==> src/sv/rbd_pkg.sv <==
package rbd_pkg;

  // command codes carried in s_tuser
  localparam int CMD_W = 3;
  typedef logic [CMD_W-1:0] cmd_t;

  localparam cmd_t CMD_PUSH_FRONT = 3'd0;
  localparam cmd_t CMD_PUSH_BACK  = 3'd1;
  localparam cmd_t CMD_POP_FRONT  = 3'd2;
  localparam cmd_t CMD_POP_BACK   = 3'd3;
  localparam cmd_t CMD_CLEAR      = 3'd4;

  // fixed field widths of the stream payloads
  localparam int DATA_W    = 32;
  localparam int COUNT_W   = 5;
  localparam int CAP_W     = 5;
  localparam int OUT_TDATA_W = 48;

  typedef logic [DATA_W-1:0]  data_t;
  typedef logic [COUNT_W-1:0] count_t;
  typedef logic [CAP_W-1:0]   cap_t;

  // controller to datapath commands
  typedef struct packed {
    logic exec;      // input transfer taken, run the command
    logic load_out;  // move the finished result into the output register
  } rbd_ctrl_t;

endpackage

==> src/sv/ring_buffer_deque.sv <==
// double-ended queue in a ring store of up to DEPTH entries of WIDTH bits
// input channel s_*: one command per transfer, s_tuser selects push front,
//   push back, pop front, pop back or clear, s_tdata carries the item to push
// output channel m_*: one result per input transfer, in order; m_tuser is
//   the success flag, m_tdata holds the popped item and the used and free
//   counts after the command
// cfg_we/cfg_data write the capacity; 0 acts as 1, above DEPTH acts as DEPTH,
//   and every write empties the queue (store contents are kept)
// result path: the command's result is registered along with the read of the
//   store, then moved into the output register, where it is presented
// throughput: one transfer per cycle while the receiver keeps up, as the
//   result stage frees itself in the same cycle the next command enters
// stall: a result held by a low m_tready keeps the one command already
//   taken waiting in its stage, and s_tready stays low until the output
//   register can take it
// reset: empty queue, both indices at slot 0, capacity 16 (or DEPTH if
//   smaller), no result pending; the store itself is not cleared
module ring_buffer_deque #(
  parameter int DEPTH = 16,
  parameter int WIDTH = 32
) (
  input  logic                             clk,
  input  logic                             rst,
  input  logic                             s_tvalid,
  output logic                             s_tready,
  input  rbd_pkg::data_t                   s_tdata,   // write_data
  input  rbd_pkg::cmd_t                    s_tuser,   // command
  output logic                             m_tvalid,
  input  logic                             m_tready,
  // read_data [31:0], used_count [36:32], free_count [41:37], zero fill
  output logic [rbd_pkg::OUT_TDATA_W-1:0]  m_tdata,
  output logic [0:0]                       m_tuser,   // ok
  input  logic                             cfg_we,
  input  rbd_pkg::cap_t                    cfg_data   // capacity
);
  import rbd_pkg::*;

  // largest sum of used and free counts the capacity register allows
  localparam int CAP_MAX = (DEPTH < 31) ? DEPTH : 31;

  rbd_ctrl_t ctrl;
  logic      ok;
  data_t     read_data;
  count_t    used_count;
  count_t    free_count;

  rbd_ctrl u_ctrl (
    .clk      (clk),
    .rst      (rst),
    .s_tvalid (s_tvalid),
    .s_tready (s_tready),
    .m_tvalid (m_tvalid),
    .m_tready (m_tready),
    .ctrl     (ctrl)
  );

  rbd_datapath #(
    .DEPTH (DEPTH),
    .WIDTH (WIDTH)
  ) u_datapath (
    .clk        (clk),
    .rst        (rst),
    .ctrl       (ctrl),
    .command    (s_tuser),
    .write_data (s_tdata),
    .cfg_we     (cfg_we),
    .cfg_data   (cfg_data),
    .ok         (ok),
    .read_data  (read_data),
    .used_count (used_count),
    .free_count (free_count)
  );

  // pack the result fields, lowest first
  assign m_tdata = {(OUT_TDATA_W - DATA_W - 2 * COUNT_W)'(0), free_count, used_count, read_data};
  assign m_tuser = ok;

  // a failed command never returns data
  a_fail_no_data: assert property (@(posedge clk) disable iff (rst)
    (m_tvalid && !m_tuser[0]) |-> (m_tdata[31:0] == '0))
    else $error("failed command returned data");

  // used plus free never exceeds the largest capacity
  a_count_sum: assert property (@(posedge clk) disable iff (rst)
    m_tvalid |-> (({1'b0, m_tdata[36:32]} + {1'b0, m_tdata[41:37]}) <= 6'(CAP_MAX)))
    else $error("used and free counts exceed capacity");

  // a clear transfer reports an empty queue
  a_clear_empty: assert property (@(posedge clk) disable iff (rst)
    (s_tvalid && s_tready && (s_tuser == CMD_CLEAR)) |=> ##1
      (!m_tvalid || !m_tuser[0] || (m_tdata[36:32] == '0) || $past(!m_tready)))
    else $error("clear left entries in the queue");

  // nothing is presented straight after reset
  a_reset_idle: assert property (@(posedge clk)
    rst |=> !m_tvalid)
    else $error("result valid after reset");

endmodule

==> src/sv/rbd_ctrl.sv <==
module rbd_ctrl (
  input  logic             clk,
  input  logic             rst,
  input  logic             s_tvalid,
  output logic             s_tready,
  output logic             m_tvalid,
  input  logic             m_tready,
  output rbd_pkg::rbd_ctrl_t ctrl
);
  import rbd_pkg::*;

  localparam logic ST_IDLE = 1'b0;
  localparam logic ST_DONE = 1'b1;

  logic state;
  logic state_next;
  logic out_free;

  assign out_free      = !m_tvalid || m_tready;
  assign ctrl.load_out = (state == ST_DONE) && out_free;
  assign s_tready      = (state == ST_IDLE) || ctrl.load_out;
  assign ctrl.exec     = s_tvalid && s_tready;

  always_comb begin
    priority if (ctrl.exec) begin
      state_next = ST_DONE;
    end else if (ctrl.load_out) begin
      state_next = ST_IDLE;
    end else begin
      state_next = state;
    end
  end

  always_ff @(posedge clk) begin
    if (rst) begin
      state    <= ST_IDLE;
      m_tvalid <= 1'b0;
    end else begin
      state <= state_next;
      if (ctrl.load_out) begin
        m_tvalid <= 1'b1;
      end else if (m_tready) begin
        m_tvalid <= 1'b0;
      end
    end
  end

endmodule

==> src/sv/rbd_datapath.sv <==
module rbd_datapath #(
  parameter int DEPTH = 16,
  parameter int WIDTH = 32
) (
  input  logic               clk,
  input  logic               rst,
  input  rbd_pkg::rbd_ctrl_t ctrl,
  input  rbd_pkg::cmd_t      command,
  input  rbd_pkg::data_t     write_data,
  input  logic               cfg_we,
  input  rbd_pkg::cap_t      cfg_data,
  output logic               ok,
  output rbd_pkg::data_t     read_data,
  output rbd_pkg::count_t    used_count,
  output rbd_pkg::count_t    free_count
);
  import rbd_pkg::*;

  localparam int PW      = $clog2(DEPTH);
  localparam int CNT_W   = $clog2(DEPTH + 1);
  localparam int CAP_RST = (DEPTH < 16) ? DEPTH : 16;

  typedef logic [PW-1:0]    ptr_t;
  typedef logic [CNT_W-1:0] cnt_t;

  logic [WIDTH-1:0] mem [DEPTH];
  logic [WIDTH-1:0] mem_q;

  ptr_t head, head_next;
  ptr_t tail, tail_next;
  cnt_t held, held_next;
  cnt_t cap_eff;

  ptr_t addr;
  logic mem_we;
  logic mem_re;
  logic ok_next;
  logic pop_next;

  logic   ok_q;
  logic   pop_q;
  count_t used_q;
  count_t free_q;

  function automatic ptr_t step_back(ptr_t idx, cnt_t cap);
    step_back = (idx == '0) ? PW'(cap - cnt_t'(1)) : idx - ptr_t'(1);
  endfunction

  function automatic ptr_t step_fwd(ptr_t idx, cnt_t cap);
    step_fwd = ((CNT_W'(idx) + cnt_t'(1)) >= cap) ? '0 : idx + ptr_t'(1);
  endfunction

  always_comb begin
    head_next = head;
    tail_next = tail;
    held_next = held;
    addr      = head;
    mem_we    = 1'b0;
    mem_re    = 1'b0;
    ok_next   = 1'b0;
    pop_next  = 1'b0;
    if (ctrl.exec) begin
      unique case (command)
        CMD_PUSH_FRONT: begin
          if (held < cap_eff) begin
            head_next = step_back(head, cap_eff);
            addr      = head_next;
            mem_we    = 1'b1;
            held_next = held + cnt_t'(1);
            ok_next   = 1'b1;
          end
        end
        CMD_PUSH_BACK: begin
          if (held < cap_eff) begin
            addr      = tail;
            mem_we    = 1'b1;
            tail_next = step_fwd(tail, cap_eff);
            held_next = held + cnt_t'(1);
            ok_next   = 1'b1;
          end
        end
        CMD_POP_FRONT: begin
          if (held != '0) begin
            addr      = head;
            mem_re    = 1'b1;
            head_next = step_fwd(head, cap_eff);
            held_next = held - cnt_t'(1);
            ok_next   = 1'b1;
            pop_next  = 1'b1;
          end
        end
        CMD_POP_BACK: begin
          if (held != '0) begin
            tail_next = step_back(tail, cap_eff);
            addr      = tail_next;
            mem_re    = 1'b1;
            held_next = held - cnt_t'(1);
            ok_next   = 1'b1;
            pop_next  = 1'b1;
          end
        end
        CMD_CLEAR: begin
          head_next = '0;
          tail_next = '0;
          held_next = '0;
          ok_next   = 1'b1;
        end
        default: begin
        end
      endcase
    end
  end

  // ring store, one access a cycle, registered read
  always_ff @(posedge clk) begin
    if (mem_we) begin
      mem[addr] <= WIDTH'(write_data);
    end
    if (mem_re) begin
      mem_q <= mem[addr];
    end
  end

  always_ff @(posedge clk) begin
    if (rst) begin
      head    <= '0;
      tail    <= '0;
      held    <= '0;
      cap_eff <= CNT_W'(CAP_RST);
    end else if (cfg_we) begin
      head <= '0;
      tail <= '0;
      held <= '0;
      if (cfg_data == '0) begin
        cap_eff <= cnt_t'(1);
      end else if (32'(cfg_data) > 32'(DEPTH)) begin
        cap_eff <= CNT_W'(DEPTH);
      end else begin
        cap_eff <= CNT_W'(cfg_data);
      end
    end else begin
      head <= head_next;
      tail <= tail_next;
      held <= held_next;
    end
  end

  // result held while the read completes
  always_ff @(posedge clk) begin
    if (ctrl.exec) begin
      ok_q   <= ok_next;
      pop_q  <= pop_next;
      used_q <= COUNT_W'(held_next);
      free_q <= COUNT_W'(cap_eff - held_next);
    end
    if (ctrl.load_out) begin
      ok         <= ok_q;
      read_data  <= pop_q ? DATA_W'(mem_q) : '0;
      used_count <= used_q;
      free_count <= free_q;
    end
  end

endmodule

==> config.mk <==
export PLATFORM = sky130hd
export DESIGN_NAME = ring_buffer_deque
export DESIGN_NICKNAME = d
export VERILOG_FILES = /design/src/sv/rbd_pkg.sv /design/src/sv/ring_buffer_deque.sv /design/src/sv/rbd_ctrl.sv /design/src/sv/rbd_datapath.sv
export SDC_FILE = /design/constraint.sdc
export NUM_CORES = 1
export LEC_CHECK = 0
export ABC_AREA = 1
export BUFFER_PORTS_ARGS = -buffer_cell sky130_fd_sc_hd__buf_2
export CORE_UTILIZATION = 35
export DETAILED_ROUTE_END_ITERATION = 12
export GPL_TIMING_DRIVEN = 1
export SYNTH_ARGS = -nofsm -noshare
export SYNTH_HDL_FRONTEND = slang
export SYNTH_SLANG_ARGS = --single-unit
==> constraint.sdc <==
create_clock -name clk -period 5.05 [get_ports clk]
set_input_delay 1.01 -clock clk [delete_from_list [all_inputs] [get_ports clk]]
set_output_delay 1.01 -clock clk [all_outputs]
set_load 0.02 [all_outputs]
# [Yosys cells after proc, flatten, opt, wreduce, memory -nomap -nowiden]
# Memory sizes are Yosys's and may differ from the RTL's. A register that Yosys moved wholly into a read port is not among the register bits.
# Index checks and enable logic that the tools add are counted.
[totals] ff_bits=75 n_memories=1 ram_bits=512
[memory_table] name="u_datapath.mem" words=16 width=32 read_ports=1 rd_ports_with_merged_regs=1 write_ports=1 line="rbd_datapath.sv:26" source="logic [WIDTH-1:0] mem [DEPTH];"
[op_classes] n_bitwise=1 n_mux=33 n_lt_le_gt_ge=4 add_sub_neg=10 eq_ne=7 n_reduce_logical=19
[ops] operator="$mux 4" n=11
[ops] operator="$pmux 4 s3" n=3
[ops] operator="$mux 5" n=5
[ops] operator="$pmux 5 s3" n=1
[ops] operator="$mux 1" n=12
[ops] operator="$sub 4x1->4 const B" n=3
[ops] operator="$add 4x1->5 const B" n=2
[ops] operator="$ge 5x5->1" n=2
[ops] operator="$add 4x1->4 const B" n=2
[ops] operator="$logic_not 4->1" n=2
[ops] operator="$eq 3x2->1 const B" n=2
[ops] operator="$ne 2x1->1 const B" n=3
[ops] operator="$reduce_bool 3->1" n=2
[ops] operator="$reduce_or 2->1" n=3
[ops] operator="$add 5x1->5 const B" n=1
[ops] operator="$gt 5x5->1 const B" n=1
[ops] operator="$logic_not 5->1" n=1
[ops] operator="$lt 5x5->1" n=1
[ops] operator="$reduce_bool 5->1" n=1
[ops] operator="$sub 5x1->5 const B" n=1
[ops] operator="$sub 5x5->5" n=1
[ops] operator="$reduce_and 4->1" n=1
[ops] operator="$reduce_bool 2->1" n=2
[ops] operator="$eq 3x1->1 const B" n=1
[ops] operator="other kinds (8)" n=10

# [Depth between registers and ports, before layout]
[depth] ltp_word=8 ltp_mapped=20 depth_no_buf=19

# [Cells and area by module]
# From an unflattened synthesis, not the netlist that was laid out.
[unflattened] hier_cells=2634 area_unflattened_um2=27144.8
[by_module_without_submodules] mod="rbd_datapath" seq_area_each_um2=18347.6 area_per_inst_um2=26997.1 n_inst=1 cells_each=2614
[by_module_without_submodules] mod="rbd_ctrl" seq_area_each_um2=40.0 area_per_inst_um2=98.8 n_inst=1 cells_each=13
[by_module_without_submodules] mod="ring_buffer_deque" seq_area_each_um2=0.0 area_per_inst_um2=48.8 n_inst=1 cells_each=7

# [Worst setup path after synthesis]
# Ideal clock, no wire load.
[synth_path] kind="input to register" start="input port m_tready" end="register u_datapath.free_q[4] (data pin)" path_stages=13 required_time_ns=4.785 slack_ns=-0.169 arrival_time_ns=4.954 path_cell_list="inv_1 -> nand3_1 -> nand2_1 -> nor3_1 -> nor2_1 -> nand2_1 -> o21ai_0 -> inv_1 -> ha_1 -> fa_1 -> o21ai_0 -> xor2_1 -> xnor2_1"
[synth_via] elab_chain_len=6
[synth_lines] item="start, declared" line="ring_buffer_deque.sv:29" source="input logic m_tready,"
[synth_lines] item="$logic_or 1x1->1" line="rbd_ctrl.sv:19" source="assign out_free = !m_tvalid || m_tready;"
[synth_lines] item="$logic_and 1x1->1" line="rbd_ctrl.sv:20" source="assign ctrl.load_out = (state == ST_DONE) && out_free;"
[synth_lines] item="$logic_or 1x1->1" line="rbd_ctrl.sv:21" source="assign s_tready = (state == ST_IDLE) || ctrl.load_out;"
[synth_lines] item="named net s_tready" line="ring_buffer_deque.sv:25" source="output logic s_tready,"
[synth_lines] item="$logic_and 1x1->1" line="rbd_ctrl.sv:22" source="assign ctrl.exec = s_tvalid && s_tready;"
[synth_lines] item="$mux 5" line="rbd_datapath.sv:62" source="if (ctrl.exec) begin"
[synth_lines] item="named net u_datapath.held_next[0]" line="rbd_datapath.sv:31" source="cnt_t held, held_next;"
[synth_lines] item="$sub 5x5->5" line="rbd_datapath.sv:154" source="free_q <= COUNT_W'(cap_eff - held_next);"
[synth_lines] item="end signal, assigned" line="rbd_datapath.sv:154"
[synth_lines] item="end, declared" line="rbd_datapath.sv:43" source="count_t free_q;"
# The timed path passes the listed nets, and every way through them passes these cells.
# A chain may end at the register's enable or synchronous reset.

# [Worst setup path after layout]
[layout_path] start="register u_datapath.cap_eff[2]" end="memory u_datapath.mem[5][14], enable pin"
[layout_via] elab_chain_len=6 elab_cells_between_ends=14 cone_classes="add/sub (1); order compare (1); mux (12)"
[layout_lines] item="start, declared" line="rbd_datapath.sv:32" source="cnt_t cap_eff;"
[layout_lines] item="start signal, assigned" line="rbd_datapath.sv:129" source="cap_eff <= CNT_W'(CAP_RST);"
[layout_lines] item="start signal, assigned" line="rbd_datapath.sv:135" source="cap_eff <= cnt_t'(1);"
[layout_lines] item="start signal, assigned" line="rbd_datapath.sv:137" source="cap_eff <= CNT_W'(DEPTH);"
[layout_lines] item="$lt 5x5->1" line="rbd_datapath.sv:65, rbd_datapath.sv:74"
[layout_lines] item="$mux 1" line="rbd_datapath.sv:65, rbd_datapath.sv:74"
[layout_lines] item="$mux 1"
[layout_lines] item="$mux 1" line="rbd_datapath.sv:62"
[layout_lines] item="$mux 1" line="rbd_datapath.sv:116" source="if (mem_we) begin"
[layout_lines] item="$mux 1 (not written as such)" line="rbd_datapath.sv:117" source="mem[addr] <= WIDTH'(write_data);"
[layout_lines] item="end, declared" line="rbd_datapath.sv:26"
# Several ways; a longest one is shown, not always the timed one.

==> impl_metrics.yaml <==
clocking:
  cts_sinks: 619
  postCtsHoldBufs: 0
  h-tree-depth: 3
  cts-root-buf: "clkbuf_16"
  clkTransAtPathRegs_ns: 0.06
  cts_tree: "done"
  clk_latency_ns: 0.61
  ctsLongestPathBuffers: 3
  post_cts_resized: 0
  cts_inserted_buffers: 67
  postCtsSetupBuffers: 0
placed_design:
  hpwl_um: 36500
  dpl.cell_count: 3652
  placed_cell_area_mm2: 0.0288
  io_buffer_count: 89
  place.gp.congestion: 0.881
power_and_ir_drop:
  power.total_mw: 11.5
  powerDensity_mw_per_mm2: 371
  peakVddDrop_uv: 221
  leakage_nw: 12.7
layout:
  design_area_mm2: 0.0309
  instances_no_fill: 3774
  drive_gt1_frac: 0.100
  syn_to_final_growth_pct: 14.3
  nets: 2764
  antenna_cells: 0
synthesis:
  syn_area_mm2: 0.0270
  synth_most_common_cell: "nand2_1"
  ys_seq_area_frac: 0.681
  synth_compound_gate_area_share: 0.0124
  synth_warnings: 0
  synthAdderAreaFrac: 0.0133
  synth-seq-cells: 619
  synth_cells: 2611
  synth-edff-count: 599
  avgSynthCellArea_um2: 10.3
  synth_top_family_by_area: "simple AND/OR/NAND/NOR gates"
  synth_top_area_frac: 0.666
  synth_common_cells: "nand2_1 (1216), edfxtp_1 (599), nand3_1 (301)"
  synth_area_leaders: "edfxtp_1 (67%), nand2_1 (17%), nand3_1 (5.6%)"
  ys_types: 39
  yosys.area_share.simple: 0.238
  synthMuxAreaShare: 0
  synth_xor_area_frac: 0.00519
  async_reset_ff_frac: 0
  synth_top_area_cell: "edfxtp_1"
  yosys_most_used_dff: "edfxtp_1"
sta:
  finClkSkew_ns: 0.0296
  rsz0062_at_grt: "no"
  setup_viol: 0
  slew_headroom: 0.292
  finalCriticalPeriod_ns: 3.75
  final_max_slew_viol_count: 0
  fin_setup_tns_ns: 0
  hold_viol: 0
  period_share: 0.742
  max_clock_freq_mhz: 267
  tightest_slew_ns: 1.06
critical_path:
  cp_cell_sequence: "inv_1 -> ha_1 -> nand2_1 -> nor2_1 -> nand2_1 -> nand3_2 -> nor2_1 -> o21ai_0 -> nand3_1 -> nand2_1 -> nand2_1 -> nand2_1 -> nor2_4 -> inv_1 -> nor2_4 -> buf_12"
  path_delay_family: "simple AND/OR/NAND/NOR gates"
  critPathLaunchType: "flop"
  end_kind: "flop"
  worstPathRequired_ns: 5.32
  crit_fanout: 28
  cpMostUsedCell: "nand2_1"
  cp_slowest_cell: "nor2_4"
  rrSetupSlack_ns: 1.30
  max_stage_delay_ns: 0.48
  path_buf_inv: 3
  cp.arrival_ns: 4.02
  crit_type: "flop to flop"
outcome:
  status: "finished, final reports clean"
drt:
  vias: 18043
  vias_per_cell: 4.78
  wirelength_um: 67800
  ant_nets: 0
  drt_iter0_drc: 1440
  drc: 0
  dr.pass1.iters: 5
  wl_per_cell_um: 18.0
global_route:
  grt_pass1_vias: 17641
  grt_max_degree: 168
  grt_use_total: 0.176
  grt_pass1_wl_um: 105000
  grt-ovfl-total: 0
  antenna_found_initial: 4
die:
  die_h_um: 280
  coreArea_mm2: 0.0761
  die_width_um: 280
  start_util: 0.355
  rows: 101
  dieArea_mm2: 0.0782
  ios: 96
job:
  drv_cap: 0
worst_hold_path:
  min-delay-path-class: "flop to flop"
[power by group]
part / internal [mW] / switching [mW] / total (mW)
combinational: 0.263 / 0.753 / 1.02
sequential: 5.71 / 0.0232 / 5.73
clock: 2.71 / 1.99 / 4.71
total: 8.68 / 2.77 / 11.5
[per-layer routing]
layer,up-vias,track usage,share of wire
met5,-,0,0
met4,0,0.0495,0.020
met3,103,0.0297,0.057
met2,505,0.304,0.49
met1,8636,0.226,0.43
li1,8799,-,-
[sequential cells by signal (all words and copies together) (netlist names)]
| signal | cells |
|---|---|
| u_datapath.tail | 4 |
| u_datapath.free_q | 5 |
| u_datapath.head | 4 |
| u_datapath.mem | 512 |
| u_datapath.used_count | 5 |
| u_datapath.mem_q | 32 |
| u_datapath.read_data | 32 |
| u_datapath.held | 5 |
| u_datapath.free_count | 5 |
| u_datapath.pop_q | 1 |
| u_ctrl.m_tvalid | 1 |
| u_datapath.used_q | 5 |
| u_datapath.ok | 1 |
| u_ctrl.state | 1 |
| u_datapath.ok_q | 1 |
| u_datapath.cap_eff | 5 |
[through the flow]
step	utilization	setup slack, ns	hold slack, ns
detailed placement	0.378	1.10	0.405
global route	0.406	0.976	0.427
finish	0.406	1.30	0.416
floorplan	-	0.794	0.400
global placement	0.378	1.12	0.405
CTS	0.406	1.26	0.419
[cells by family after synthesis]
family,after synthesis
other cells,1
flops,619
buf+inv,300
simple gates,1588
xor+xnor,16
compound gates,59
fa+ha+maj,28
[cells in the final DEF, fill, tap and decap left out, types with 13 or more instances in the layout]
cell and count:
a21oi_1 16, buf_12 13, buf_2 89, buf_4 39
clkbuf_1 23, clkbuf_16 70, dfxtp_1 20, edfxtp_1 599
ha_1 27, inv_1 154, nand2_1 1215, nand3_1 301
nor2_1 30, nor2_4 20, o21ai_0 18, xor2_1 13
[path summary, 6_finish.rpt]
path	from	to	depth (start not counted)
min	u_datapath.free_q[2]	u_datapath.free_count[2]	0
max	u_datapath.cap_eff[2]	u_datapath.mem[5][14]	16
min reg2reg	u_datapath.free_q[2]	u_datapath.free_count[2]	0
max reg2reg	u_datapath.cap_eff[2]	u_datapath.mem[5][14]	16
[area by class of cell]
type                            instances  area (µm²)
Timing Repair Buffer                  141         998
Clock buffer                           93        1840
Multi-Input combinational cell       1697        7470
Sequential cell                       619       18400
Inverter                              165         622
Fill cell                            7333       45200
Tap cell                             1030        1290
Clock inverter                         29         255
(Power assumes the default switching activity.)
